### src/rtl/mox_fuel_conductivity_eval_core_assert.svh
// ---------------------------------------------------------------------------
// Assertion macros for the MOX fuel conductivity core
// Checks are clocked on clk and disabled while arst_n is low.
// ---------------------------------------------------------------------------
`ifndef MOX_FUEL_CONDUCTIVITY_EVAL_CORE_ASSERT_SVH
`define MOX_FUEL_CONDUCTIVITY_EVAL_CORE_ASSERT_SVH

// Plain property check.
`define MFC_ASSERT(lbl, prop, msg) \
	lbl: assert property (@(posedge clk) disable iff (!arst_n) prop) else $error(msg);

// Same-cycle implication.
`define MFC_ASSERT_IMPLY(lbl, ante, cons, msg) \
	`MFC_ASSERT(lbl, (ante) |-> (cons), msg)

`endif

### src/rtl/mfc_div.sv
// ---------------------------------------------------------------------------
// mfc_div
// Pipelined restoring divider, one quotient bit per stage.
// ---------------------------------------------------------------------------
`timescale 1ns / 1ps
`default_nettype none

module mfc_div #(
	parameter int DW = 16,
	parameter int QW = 16,
	parameter int SW = 1
) (
	input  logic          clk,
	input  logic          arst_n,
	input  logic          en,
	input  logic          in_v,
	input  logic [DW-1:0] in_rem,
	input  logic [DW-1:0] in_div,
	input  logic [QW-1:0] in_num,
	input  logic [SW-1:0] in_side,
	output logic          out_v,
	output logic [QW-1:0] out_quo,
	output logic [SW-1:0] out_side
);

	logic          v_s    [QW];
	logic [DW-1:0] rem_s  [QW];
	logic [DW-1:0] div_s  [QW];
	logic [QW-1:0] nq_s   [QW];
	logic [SW-1:0] side_s [QW];

	for (genvar i = 0; i < QW; i++) begin : g_stage
		logic          v_p;
		logic [DW-1:0] rem_p;
		logic [DW-1:0] div_p;
		logic [QW-1:0] nq_p;
		logic [SW-1:0] side_p;
		logic [DW:0]   r2;
		logic [DW:0]   diff;
		logic          ge;

		if (i == 0) begin : g_first
			assign v_p    = in_v;
			assign rem_p  = in_rem;
			assign div_p  = in_div;
			assign nq_p   = in_num;
			assign side_p = in_side;
		end else begin : g_next
			assign v_p    = v_s[i-1];
			assign rem_p  = rem_s[i-1];
			assign div_p  = div_s[i-1];
			assign nq_p   = nq_s[i-1];
			assign side_p = side_s[i-1];
		end

		// Bring down the next numerator bit and try the subtraction.
		assign r2   = {rem_p, nq_p[QW-1]};
		assign diff = r2 - {1'b0, div_p};
		assign ge   = (r2 >= {1'b0, div_p});

		always_ff @(posedge clk or negedge arst_n) begin
			if (!arst_n) begin
				v_s[i] <= 1'b0;
			end else if (en) begin
				v_s[i] <= v_p;
			end
		end

		always_ff @(posedge clk) begin
			if (en) begin
				rem_s[i]  <= ge ? diff[DW-1:0] : r2[DW-1:0];
				div_s[i]  <= div_p;
				nq_s[i]   <= {nq_p[QW-2:0], ge};
				side_s[i] <= side_p;
			end
		end
	end

	assign out_v    = v_s[QW-1];
	assign out_quo  = nq_s[QW-1];
	assign out_side = side_s[QW-1];

endmodule

`default_nettype wire

### config.mk
export PLATFORM = sky130hd
export DESIGN_NAME = mfc_div
export DESIGN_NICKNAME = d
export VERILOG_FILES = /design/src/rtl/mox_fuel_conductivity_eval_core_assert.svh /design/src/rtl/mfc_div.sv
export SDC_FILE = /design/constraint.sdc
export NUM_CORES = 1
export LEC_CHECK = 0
export ABC_AREA = 1
export BUFFER_PORTS_ARGS = -buffer_cell sky130_fd_sc_hd__buf_2
export CAP_MARGIN = 20
export CORE_MARGIN = 3
export CORE_UTILIZATION = 60
export CTS_CLUSTER_SIZE = 25
export DETAILED_ROUTE_END_ITERATION = 6
export PLACE_DENSITY = 0.87
export SLEW_MARGIN = 0
export SYNTH_ARGS = -nofsm -noshare
export SYNTH_HDL_FRONTEND = slang
export SYNTH_SLANG_ARGS = --single-unit
### constraint.sdc
create_clock -name clk -period 2.78 [get_ports clk]
set_clock_uncertainty 0.2 [all_clocks]
set_input_delay 0.278 -clock clk [delete_from_list [all_inputs] [get_ports clk]]
set_output_delay 0.278 -clock clk [all_outputs]
set_load 0.05 [all_outputs]
==> flow_metrics.tcl <==
set metrics [dict create \
    ios 71 \
    grt_max_degree 95 \
    port_buffers 70 \
    dr.pass1.iters 7 \
    hold_violations 0 \
    p_int_mw 29.93 \
    end_kind "flop" \
    rr_endpoint "rem_s[0][46]$_DFFE_PP_" \
    maxSlewViolCount 0 \
    syn_area_um2 43970 \
    synth_compound_area_share_pct 2.359 \
    post-route-drc-count 5 \
    cts_tree "built" \
    crit_type "reg2reg" \
    tns_ns 0 \
    clk_pin_slew_worst_paths_ns 0.06 \
    synth.avg_cell_area_um2 8.711 \
    drt_iter0_markers 3272 \
    mostFrequentLayoutCells "nand2_1, inv_1, edfxtp_1" \
    root_buffer "clkbuf_16" \
    hold-path-cell-count 2 \
    crit_path_frequent_cell "nand2_1" \
    maxSlewHeadroom_pct 53.70 \
    violations "design-rule violations" \
    crit_chain "ha_1 -> nand2_1 -> nand2_1 -> inv_1 -> nand2_1 -> and2_1 -> nor2_4 -> nand2_4 -> nand2_1 -> nand2_1" \
    cpPeakStageDelay_ns 0.43 \
    worst_hold_slack_ns 0.1550 \
    synth-seq-area-share_pct 52.26 \
    antenna_left 0 \
    placed_cells 6066 \
    power_mw 50.09 \
    p_seq_share_pct 35.5 \
    synth_simple_gate_area_share_pct 26.19 \
    clk_latency_ns 0.64 \
    wire_per_inst_um 16.80 \
    postSynthCellCount 5048 \
    crit_arrival_ns 2.84 \
    synth_top_family_by_area "simple AND/OR/NAND/NOR gates" \
    dp_hpwl_mm 79.48 \
    antenna_cells 0 \
    core_um2 72100 \
    critPathSlowestCell "nor2_4" \
    drt-total-wl_mm 105.4 \
    cts_max_level 3 \
    dieWidth_um 276.7 \
    maxCapViolCount 0 \
    required_ns 2.96 \
    vias 33770 \
    powerDensity_nw_per_um2 1023 \
    reg2reg_depth 10 \
    grt_usage_pct 27.20 \
    combPwrFrac_pct 42.3 \
    crit_path_start_kind "flop" \
    synth_xor_area_share_pct 1.832 \
    syn-num-nets 5372 \
    initial_core_util_pct 60.99 \
    worst_slew_pin_slew_ns 0.6922 \
    finalCriticalPeriod_ns 2.658 \
    cts_buffers 81 \
    status "finished, violations left" \
    synthDistinctLibCells 45 \
    cellLeakagePower_nw 24.54 \
    hp-start "in_num[2]" \
    routabilityCongestion 0.9458 \
    ff2ff_setup_slack_ns 0.12 \
    vias_per_cell 5.380 \
    netSwitchingPower_mw 20.16 \
    placementRows 98 \
    fin_nets 5583 \
    synth_fa_ha_area_share_pct 7.967 \
    cts.sinks 768 \
    fmax_ghz 0.3763 \
    grt_pass1_wl_mm 167.6 \
    switching_share_pct 40.25 \
    setup_viol 0 \
    power_frac_clock_pct 22.2 \
    stdcell_count 6277 \
    overflow 0 \
    rsz0062_at_grt "false" \
    min_to "nq_s[0][3]$_DFFE_PP_" \
    hold_class "in2reg" \
    yosysWarningCount 0 \
    die_area_um2 76570 \
    final_common_cell "nand2_1" \
    fin_crit_sh_pct 95.60 \
    die_y_um 276.7 \
    ir_worst_vdd_mv 0.7454 \
    reg2reg_from "rem_s[0][27]$_DFFE_PP_" \
    drive_gt1_share_pct 6.589 \
    antenna_found_initial 0 \
    cts_buffer_depth 3 \
    synth_mux_area_share_pct 0.05122 \
    synth_seq_cells 768 \
    critPathMaxFanout 17 \
    grt_pass1_vias 32370 \
    syn_to_final_growth_pct 11.32 \
]
-- worst max-delay path: cells and delay by family (launching register included) --
family	cells	cell delay, ns
and+or+nand+nor	8	1.31
adders and majority gates	1	0.42
DFF	1	0.41
buffers and inverters	1	0.06
-- power groups by stage --
| stage | clock (mW) | sequential [mW] | combinational [mW] |
|---|---|---|---|
| 6_report | 11.1 | 17.8 | 21.2 |
| 3_5_place_dp | 0 | 17.9 | 20.6 |
| 4_1_cts | 11.3 | 17.7 | 20.8 |
| 3_3_place_gp | 0 | 17.9 | 20.2 |
| 2_1_floorplan | 0 | 17.2 | 15.8 |
| 5_1_grt | 11.8 | 17.9 | 24.0 |
-- area by class of cell --
| cell class | count | area (um^2) |
|---|---|---|
| timing repair buffer | 184 | 1464 |
| fill | 5654 | 23150 |
| clock buffer | 107 | 2188 |
| sequential | 768 | 22980 |
| clock inverter | 44 | 551.8 |
| multi-input combinational | 3244 | 16900 |
| inverter | 980 | 3679 |
| tap | 950 | 1189 |
-- registers in the layout (all words and copies together) (netlist names) --
| name | cells |
|---|---|
| side_s | 16 |
| div_s | 240 |
| nq_s | 256 |
| rem_s | 240 |
| g_stage.v_p | 15 |
| out_v | 1 |
-- synth_stat cells, drive strengths merged --
cell	count	area, um^2
ha	256	3203
mux2	2	22.52
dfrtp	16	400.4
xor2	71	621.9
xnor2	21	183.9
edfxtp	752	22580
a21boi	3	30.03
nand4	72	450.4
nor4	3	46.29
nand2	1882	7227
or2	9	56.31
o21bai	10	75.07
o21ai	19	98.84
inv	980	3679
clkbuf	7	31.28
nor3	41	220.2
a21oi	144	720.7
a21o	1	7.510
nand3	418	2222
and3	5	31.28
nor3b	1	12.51
and2	15	93.84
nand3b	33	247.7
o21a	14	105.1
fa	15	300.3
nor2	209	907.1
buf	49	396.6
-- repair_timing --
| item | in CTS | in global routing |
|---|---|---|
| buffers inserted | 0 | 6 |
| endpoints found under the hold margin | 86 | 0 |
| setup endpoints to repair | 0 | 38 |
| resized for setup | 0 | 3 |
| hold buffers | 54 | 0 |
-- worst max path at each step --
stage                            startpoint  slack, ns                      end
finish               rem_s[0][27]$_DFFE_PP_       0.12   rem_s[0][46]$_DFFE_PP_
CTS                 div_s[13][15]$_DFFE_PP_      0.001   rem_s[1][96]$_DFFE_PP_
global route          rem_s[0][2]$_DFFE_PP_      0.003   rem_s[0][27]$_DFFE_PP_
global placement    div_s[13][15]$_DFFE_PP_       0.08   rem_s[1][96]$_DFFE_PP_
floorplan             div_s[5][0]$_DFFE_PP_       0.66  rem_s[0][104]$_DFFE_PP_
detailed placement  div_s[13][15]$_DFFE_PP_       0.02   rem_s[1][96]$_DFFE_PP_
-- per-layer routing --
metal  track usage, %  wire, um  vias to the layer above
li1                 -         -                    16580
met1            35.58     43380                    15630
met2            46.50     51040                     1268
met3            3.347      6599                      292
met4            10.64      4421                        0
met5                0         0                        -
-- kinds of logic after synthesis --
logic type,count (synthesis)
buffers and inverters,1036
DFF,768
AOI/OAI and AO/OA,191
adders and majority gates,271
muxes,2
xor gates and xnor gates,92
and+or+nand+nor,2688
-- through the flow --
step           utilization, %  setup WS, ns  instance area (um^2)
3_5_place_dp            63.26       0.01773                 45610
3_3_place_gp            63.26       0.07670                 45610
2_1_floorplan               -        0.6584                 43970
4_1_cts                 67.81      0.001257                 48890
6_report                67.90        0.1223                 48950
5_1_grt                 67.90      0.002625                 48950
Power figures use the tool's default switching activity.
