==> src/rtl/mox_fuel_conductivity_eval_core_assert.svh <==
// ---------------------------------------------------------------------------
// Assertion macros for the MOX fuel conductivity core
// Checks are clocked on clk and disabled while arst_n is low.
// ---------------------------------------------------------------------------
`ifndef MOX_FUEL_CONDUCTIVITY_EVAL_CORE_ASSERT_SVH
`define MOX_FUEL_CONDUCTIVITY_EVAL_CORE_ASSERT_SVH

// Plain property check.
`define MFC_ASSERT(lbl, prop, msg) \
	lbl: assert property (@(posedge clk) disable iff (!arst_n) prop) else $error(msg);

// Same-cycle implication.
`define MFC_ASSERT_IMPLY(lbl, ante, cons, msg) \
	`MFC_ASSERT(lbl, (ante) |-> (cons), msg)

`endif

==> src/rtl/mfc_pkg.sv <==
// ---------------------------------------------------------------------------
// mfc_pkg
// Widths, constants, register codes and shared types of the conductivity core.
// ---------------------------------------------------------------------------
`timescale 1ns / 1ps
`default_nettype none

package mfc_pkg;

	localparam int TAG_W    = 24;
	localparam int TEMP_W   = 16;
	localparam int BU_W     = 18;
	localparam int COND_W   = 24;
	localparam int DEN_W    = 49;
	localparam int TERM_W   = 41;
	localparam int YE_W     = 37;
	localparam int TSQ_W    = 32;
	localparam int YB_W     = 41;
	localparam int NE_W     = 21;
	localparam int NB_W     = 11;
	localparam int FRAC_W   = 16;
	localparam int ACC_W    = 31;
	localparam int TAB_W    = 30;
	localparam int EB_W     = 23;
	localparam int SUM_W    = 42;
	localparam int K0_W     = 43;
	localparam int PROD_W   = 55;
	localparam int NUM_W    = 64;
	localparam int NUM_HI_W = NUM_W - TERM_W;
	localparam int CFG_W    = 32;
	localparam int CFG_IDX_W = 3;

	localparam logic [30:0] LOG2E_Q30 = 31'd1549082005;
	localparam logic [TERM_W-1:0] TERM_CAP = 41'd1099511627776;
	localparam logic [ACC_W-1:0] ACC_ONE = 31'd1073741824;
	localparam logic [DEN_W-1:0] DIV1_REM = 49'd524288;
	localparam logic [COND_W-1:0] OUT_MAX = 24'hFFFFFF;
	localparam logic [NE_W-1:0] E_SHIFT_BIAS = 21'd10;
	localparam logic [NE_W-1:0] E_SHIFT_LIMIT = 21'd74;
	localparam logic [NB_W:0] B_SHIFT_BIAS = 12'd8;
	localparam logic [NB_W:0] B_SHIFT_LIMIT = 12'd64;

	localparam int FRONT_LAT = 3;
	localparam int MID_LAT   = 2;
	localparam int BACK_LAT  = 6;
	localparam int LATENCY   = FRONT_LAT + TERM_W + YE_W + FRAC_W + MID_LAT + TERM_W + BACK_LAT;

	localparam logic [CFG_IDX_W-1:0] CFG_DENOM_OFFSET   = 3'd0;
	localparam logic [CFG_IDX_W-1:0] CFG_DENOM_SLOPE    = 3'd1;
	localparam logic [CFG_IDX_W-1:0] CFG_PHONON_COEF    = 3'd2;
	localparam logic [CFG_IDX_W-1:0] CFG_ACTIVATION     = 3'd3;
	localparam logic [CFG_IDX_W-1:0] CFG_LIMIT_COND     = 3'd4;
	localparam logic [CFG_IDX_W-1:0] CFG_INV_BURNUP     = 3'd5;
	localparam logic [CFG_IDX_W-1:0] CFG_POROSITY       = 3'd6;
	localparam logic [CFG_IDX_W-1:0] CFG_PERTURB        = 3'd7;

	localparam logic [31:0] RST_DENOM_OFFSET = 32'd82721070;
	localparam logic [31:0] RST_DENOM_SLOPE  = 32'd262783273;
	localparam logic [23:0] RST_PHONON_COEF  = 24'd80414;
	localparam logic [19:0] RST_ACTIVATION   = 20'd273752;
	localparam logic [23:0] RST_LIMIT_COND   = 24'd115016;
	localparam logic [31:0] RST_INV_BURNUP   = 32'd8539897;
	localparam logic [16:0] RST_POROSITY     = 17'd65536;
	localparam logic [19:0] RST_PERTURB      = 20'd65536;

	typedef struct packed {
		logic [31:0] denom_offset;
		logic [31:0] denom_slope;
		logic [23:0] phonon_coef;
		logic [19:0] activation_temp;
		logic [23:0] limit_conductivity;
		logic [31:0] inv_burnup_scale;
		logic [16:0] porosity_factor;
		logic [19:0] perturb_gain;
	} cfg_t;

	typedef struct packed {
		logic [TAG_W-1:0]  tag;
		logic [TEMP_W-1:0] t;
		logic [YE_W-1:0]   ye;
		logic [TSQ_W-1:0]  tsq;
		logic [YB_W-1:0]   yb;
		logic              ovf;
	} front_side_t;

	typedef struct packed {
		logic [TAG_W-1:0]  tag;
		logic [TERM_W-1:0] term1;
		logic [TSQ_W-1:0]  tsq;
		logic [YB_W-1:0]   yb;
	} d2_side_t;

	typedef struct packed {
		logic [TAG_W-1:0]  tag;
		logic [TERM_W-1:0] term1;
		logic [TSQ_W-1:0]  tsq;
		logic [NE_W-1:0]   ne;
		logic [NB_W-1:0]   nb;
	} pw_side_t;

	typedef struct packed {
		logic [TAG_W-1:0]  tag;
		logic [TERM_W-1:0] term1;
		logic [EB_W-1:0]   eb;
		logic              ovf;
	} d3_side_t;

	// Factors 2^(-2^-j), j = 1..16, in Q0.30.
	function automatic logic [TAB_W-1:0] pow2_tab(input logic [3:0] idx);
		logic [TAB_W-1:0] r;
		case (idx)
			4'd0:    r = 30'd759250125;
			4'd1:    r = 30'd902905651;
			4'd2:    r = 30'd984625594;
			4'd3:    r = 30'd1028218693;
			4'd4:    r = 30'd1050733751;
			4'd5:    r = 30'd1062175491;
			4'd6:    r = 30'd1067942999;
			4'd7:    r = 30'd1070838486;
			4'd8:    r = 30'd1072289173;
			4'd9:    r = 30'd1073015252;
			4'd10:   r = 30'd1073378477;
			4'd11:   r = 30'd1073560135;
			4'd12:   r = 30'd1073650976;
			4'd13:   r = 30'd1073696399;
			4'd14:   r = 30'd1073719111;
			default: r = 30'd1073730468;
		endcase
		return r;
	endfunction

endpackage

`default_nettype wire

==> src/rtl/mfc_mid.sv <==
// ---------------------------------------------------------------------------
// mfc_mid
// Phonon term numerator and burnup decay factor, two stages.
// ---------------------------------------------------------------------------
`timescale 1ns / 1ps
`default_nettype none

module mfc_mid (
	input  logic                          clk,
	input  logic                          arst_n,
	input  logic                          en,
	input  mfc_pkg::cfg_t                 cfg,
	input  logic                          in_v,
	input  logic [mfc_pkg::ACC_W-1:0]     in_pa,
	input  logic [mfc_pkg::ACC_W-1:0]     in_pb,
	input  mfc_pkg::pw_side_t             in_side,
	output logic                          out_v,
	output logic [mfc_pkg::TSQ_W-1:0]     out_rem,
	output logic [mfc_pkg::TERM_W-1:0]    out_num,
	output logic [mfc_pkg::TSQ_W-1:0]     out_div,
	output mfc_pkg::d3_side_t             out_side
);

	logic                        v_s1, v_s2;
	logic [mfc_pkg::PROD_W-1:0]  prod_s1;
	logic [mfc_pkg::EB_W-1:0]    eb_s1, eb_s2;
	logic [mfc_pkg::NE_W-1:0]    ne_s1;
	logic [mfc_pkg::TAG_W-1:0]   tag_s1, tag_s2;
	logic [mfc_pkg::TERM_W-1:0]  term1_s1, term1_s2;
	logic [mfc_pkg::TSQ_W-1:0]   tsq_s1, tsq_s2;
	logic [mfc_pkg::NUM_W-1:0]   num_s2;
	logic                        ovf_s2;

	logic [mfc_pkg::NB_W:0]      bsh;
	logic [mfc_pkg::EB_W-1:0]    eb;
	logic [mfc_pkg::NUM_W-1:0]   p64;
	logic [mfc_pkg::NUM_W-1:0]   num;

	assign bsh = (mfc_pkg::NB_W + 1)'(in_side.nb) + mfc_pkg::B_SHIFT_BIAS;

	always_comb begin
		if (bsh >= mfc_pkg::B_SHIFT_LIMIT) begin
			eb = '0;
		end else begin
			eb = mfc_pkg::EB_W'(in_pb >> bsh);
		end
	end

	// The left shift wraps at 64 bits like the numerator it models.
	assign p64 = mfc_pkg::NUM_W'(prod_s1);

	always_comb begin
		if (ne_s1 <= mfc_pkg::E_SHIFT_BIAS) begin
			num = p64 << (mfc_pkg::E_SHIFT_BIAS - ne_s1);
		end else if (ne_s1 >= mfc_pkg::E_SHIFT_LIMIT) begin
			num = '0;
		end else begin
			num = p64 >> (ne_s1 - mfc_pkg::E_SHIFT_BIAS);
		end
	end

	always_ff @(posedge clk or negedge arst_n) begin
		if (!arst_n) begin
			v_s1 <= 1'b0;
			v_s2 <= 1'b0;
		end else if (en) begin
			v_s1 <= in_v;
			v_s2 <= v_s1;
		end
	end

	always_ff @(posedge clk) begin
		if (en) begin
			prod_s1  <= mfc_pkg::PROD_W'(cfg.phonon_coef) * mfc_pkg::PROD_W'(in_pa);
			eb_s1    <= eb;
			ne_s1    <= in_side.ne;
			tag_s1   <= in_side.tag;
			term1_s1 <= in_side.term1;
			tsq_s1   <= in_side.tsq;

			num_s2   <= num;
			ovf_s2   <= (mfc_pkg::TSQ_W'(num[mfc_pkg::NUM_W-1:mfc_pkg::TERM_W]) >= tsq_s1);
			eb_s2    <= eb_s1;
			tag_s2   <= tag_s1;
			term1_s2 <= term1_s1;
			tsq_s2   <= tsq_s1;
		end
	end

	assign out_v          = v_s2;
	assign out_rem        = mfc_pkg::TSQ_W'(num_s2[mfc_pkg::NUM_W-1:mfc_pkg::TERM_W]);
	assign out_num        = num_s2[mfc_pkg::TERM_W-1:0];
	assign out_div        = tsq_s2;
	assign out_side.tag   = tag_s2;
	assign out_side.term1 = term1_s2;
	assign out_side.eb    = eb_s2;
	assign out_side.ovf   = ovf_s2;

endmodule

`default_nettype wire

==> config.mk <==
export PLATFORM = sky130hd
export DESIGN_NAME = mfc_mid
export DESIGN_NICKNAME = d
export VERILOG_FILES = /design/src/rtl/mox_fuel_conductivity_eval_core_assert.svh /design/src/rtl/mfc_pkg.sv /design/src/rtl/mfc_mid.sv
export SDC_FILE = /design/constraint.sdc
export NUM_CORES = 2
export LEC_CHECK = 0
export ABC_AREA = 1
export BUFFER_PORTS_ARGS = -buffer_cell sky130_fd_sc_hd__buf_4
export CORE_MARGIN = 2
export CORE_UTILIZATION = 61
export CTS_CLUSTER_DIAMETER = 40
export CTS_CLUSTER_SIZE = 40
export DETAILED_ROUTE_END_ITERATION = 7
export GPL_ROUTABILITY_DRIVEN = 0
export PLACE_DENSITY = 0.87
export SYNTH_ARGS = -nofsm -noshare
export SYNTH_HDL_FRONTEND = slang
export SYNTH_SLANG_ARGS = --single-unit
==> constraint.sdc <==
create_clock -name clk -period 6.36 [get_ports clk]
set_clock_uncertainty 0.05 [all_clocks]
set_input_delay 0.636 -clock clk [delete_from_list [all_inputs] [get_ports clk]]
set_output_delay 0.636 -clock clk [all_outputs]
set_load 0.02 [all_outputs]
==> results.ini <==
[synthesis]
synth_warnings=0
synthFlopType=edfxtp_1
synth_common_cells=nand2_1, inv_1, fa_1, nand3_1, edfxtp_1
synth_top_area_share_pct=26.4
synth_edf_count=381
synth.distinct_cells=51
synth-seq-cells=383
yosys.area.top_type=fa_1
synth.avg_cell_area_um2=7.64
yosysMostFrequentCell=nand2_1
syn_area_mm2=0.0483
ys_seq_area_share_pct=23.8
ys_async_sr_fraction_pct=0.522
syn_inst=6323
ys_top_cells_by_area=fa_1, edfxtp_1, nand2_1

[timing]
drv_slew=0
period_minus_slack_ps=6980
setup_viol=29
hold_viol_final=0
fin_crit_sh_pct=110
rsz0062_at_grt=yes
fin_ws_ps=-618
tightestPinTransition_ps=1170
fmax_mhz=143
slew_headroom_pct=21.2
finalSetupTns_ps=-8190

[clock_tree]
cts_root_buffer=clkbuf_16
clkTransAtPathRegs_ps=80
h-tree-depth=2
cts_sinks=383
clockBufferDepth=3
insertion_delay_ps=600
cts_tree=built
numCtsBuffers=43

[global_routing]
grt_usage_pct=36.1
antenna_found_initial=0
gr-total-overflow=0
grt_pass1_wl_um=234000
grt_pass1_vias=45200
grt_max_degree=171

[setup_path]
crit_family=adder cells
critPathMostFrequentCell=inv_1
critPathBufInv=9
critPathLaunchType=input port
arrival_ps=7260
reg2reg_slack_ps=590
cp_slowest_stage_delay_ps=700
path_class=in2reg
cp_max_fo=21
crit_required_ps=6640
cp_slowest_cell=fa_1
end_kind=register

[run_status]
violations=design-rule violations, negative setup slack
outcome=complete, but fails checks

[floorplan]
die_y_um=285
rows=103
start_util_pct=61.3
die_x_um=285
die_area_mm2=0.0814
core_area_mm2=0.0787
ios=591

[layout]
layout.nets=8058
drive_gt1_share_pct=16.3
diodes=0
area_growth_pct=19.0

[detailed_routing]
firstDrtPassIters=8
detail-route-antenna-nets=0
via_per_inst=6.11
route.detailed.drc=98
drtIter0Drc=8306
drt-total-wl_um=169000
routed-via-count=48300
wire_per_inst_um=21.4

[placed_design]
place.detailed.hpwl_um=115000
portBuffers=396

[hold_path]
hold_class=in2reg

[flow_run]
drv_cap=0

[path summary, 6_finish.rpt]
path                                   start            to  cells after the start
worst max-delay path                cfg[126]   prod_s1[51]                     29
worst min-delay path             in_side[72]   term1_s1[8]                      1
worst max register to register      ne_s1[1]        ovf_s2                     31
worst min register to register  term1_s1[25]  term1_s2[25]                      0
max in group asynchronous             arst_n         out_v                      2
min in group asynchronous             arst_n          v_s1                      2
[metrics by stage]
| stage | utilization [%] | hold slack, ps | setup slack, ps | instances | area [um^2] |
|---|---|---|---|---|---|
| 6_report | 73.0 | 160 | -618 | 7900 | 57500 |
| 5_1_grt | 73.0 | 140 | -669 | 7900 | 57500 |
| 4_1_cts | 71.1 | 126 | 4.81 | 7850 | 56000 |
| 3_5_place_dp | 69.0 | 355 | -690 | 7770 | 54400 |
| 3_3_place_gp | 69.0 | 350 | -569 | 7770 | 54400 |
| 2_1_floorplan | - | 290 | -145 | 6331 | 48900 |
[flip-flops by register name, indices dropped and copies added, names as in the netlist]
register / flops
v_s1: 1
term1_s2: 41
num_s2: 64
tag_s1: 24
prod_s1: 55
eb_s2: 23
eb_s1: 23
tsq_s1: 32
out_div: 32
out_v: 1
ovf_s2: 1
ne_s1: 21
term1_s1: 41
tag_s2: 24
[placed cells by master, fill, tap and decap left out, drive strengths merged, types with 2 or more instances in the layout]
cell      netlist  routed
a21boi          3       3
and3            2       2
or2             5       5
nand2        2266    2266
bufinv          0       3
buf            99     782
nor3           20      20
ha            210     210
nor2          208     208
o2111ai         4       4
o211ai         20      20
dfrtp           2       2
xor2           35      35
o21a            6       6
nor4            7       7
a31oi          30      30
a21oi         137     137
clkinv          9      16
o31ai           5       5
inv          1163    1184
clkbuf        251      51
o21bai          4       4
edfxtp        381     381
fa            636     636
xnor2          23      23
nand3         451     451
a21o            3       3
a211oi          7       7
o22ai           3       3
conb            1       9
mux2i          19      19
nand4         117     117
clkinvlp        0       4
o21ai         192     192
[cell type report]
cell class | instances | area (um^2)
clock inverter | 35 | 478
inverter | 1172 | 4400
tap | 1050 | 1310
sequential | 383 | 11500
fill | 5140 | 21300
timing repair buffer | 790 | 6770
multi-input combinational | 4426 | 31900
clock buffer | 44 | 1080
[kinds of logic (layout without fill, tap and decap cells)]
kind of cell / count (synthesis) / after routing / synth area share [%]
other: 1 / 9 / 0.00777
flip-flops: 383 / 383 / 23.8
multiplexers: 19 / 19 / 0.394
AND/OR/NAND/NOR: 3077 / 3077 / 26.2
buffers and inverters: 1522 / 2041 / 12.1
adder cells (fa/ha/maj): 846 / 846 / 31.8
XOR/XNOR: 58 / 58 / 1.05
AO/OA/AOI/OAI: 417 / 417 / 4.72
[layer usage]
layer / GRT usage, % / part of all wire [%]
met3: 7.30 / 13
met2: 60.9 / 46
met5: 0 / 0
met1: 44.7 / 31
met4: 17.0 / 9.3
[repair_timing]
item | in CTS | in global routing
cloned | 0 | 7
endpoints found under the setup margin | 12 | 26
pin swaps | 8 | 122
hold buffers | 1 | 0
resized for setup | 18 | 275
endpoints found under the hold margin | 2 | 0
setup buffers | 0 | 43
Power is left out: the tool's default activity adds up to more than one toggle a clock period on the data nets, which glitch-free logic cannot reach.
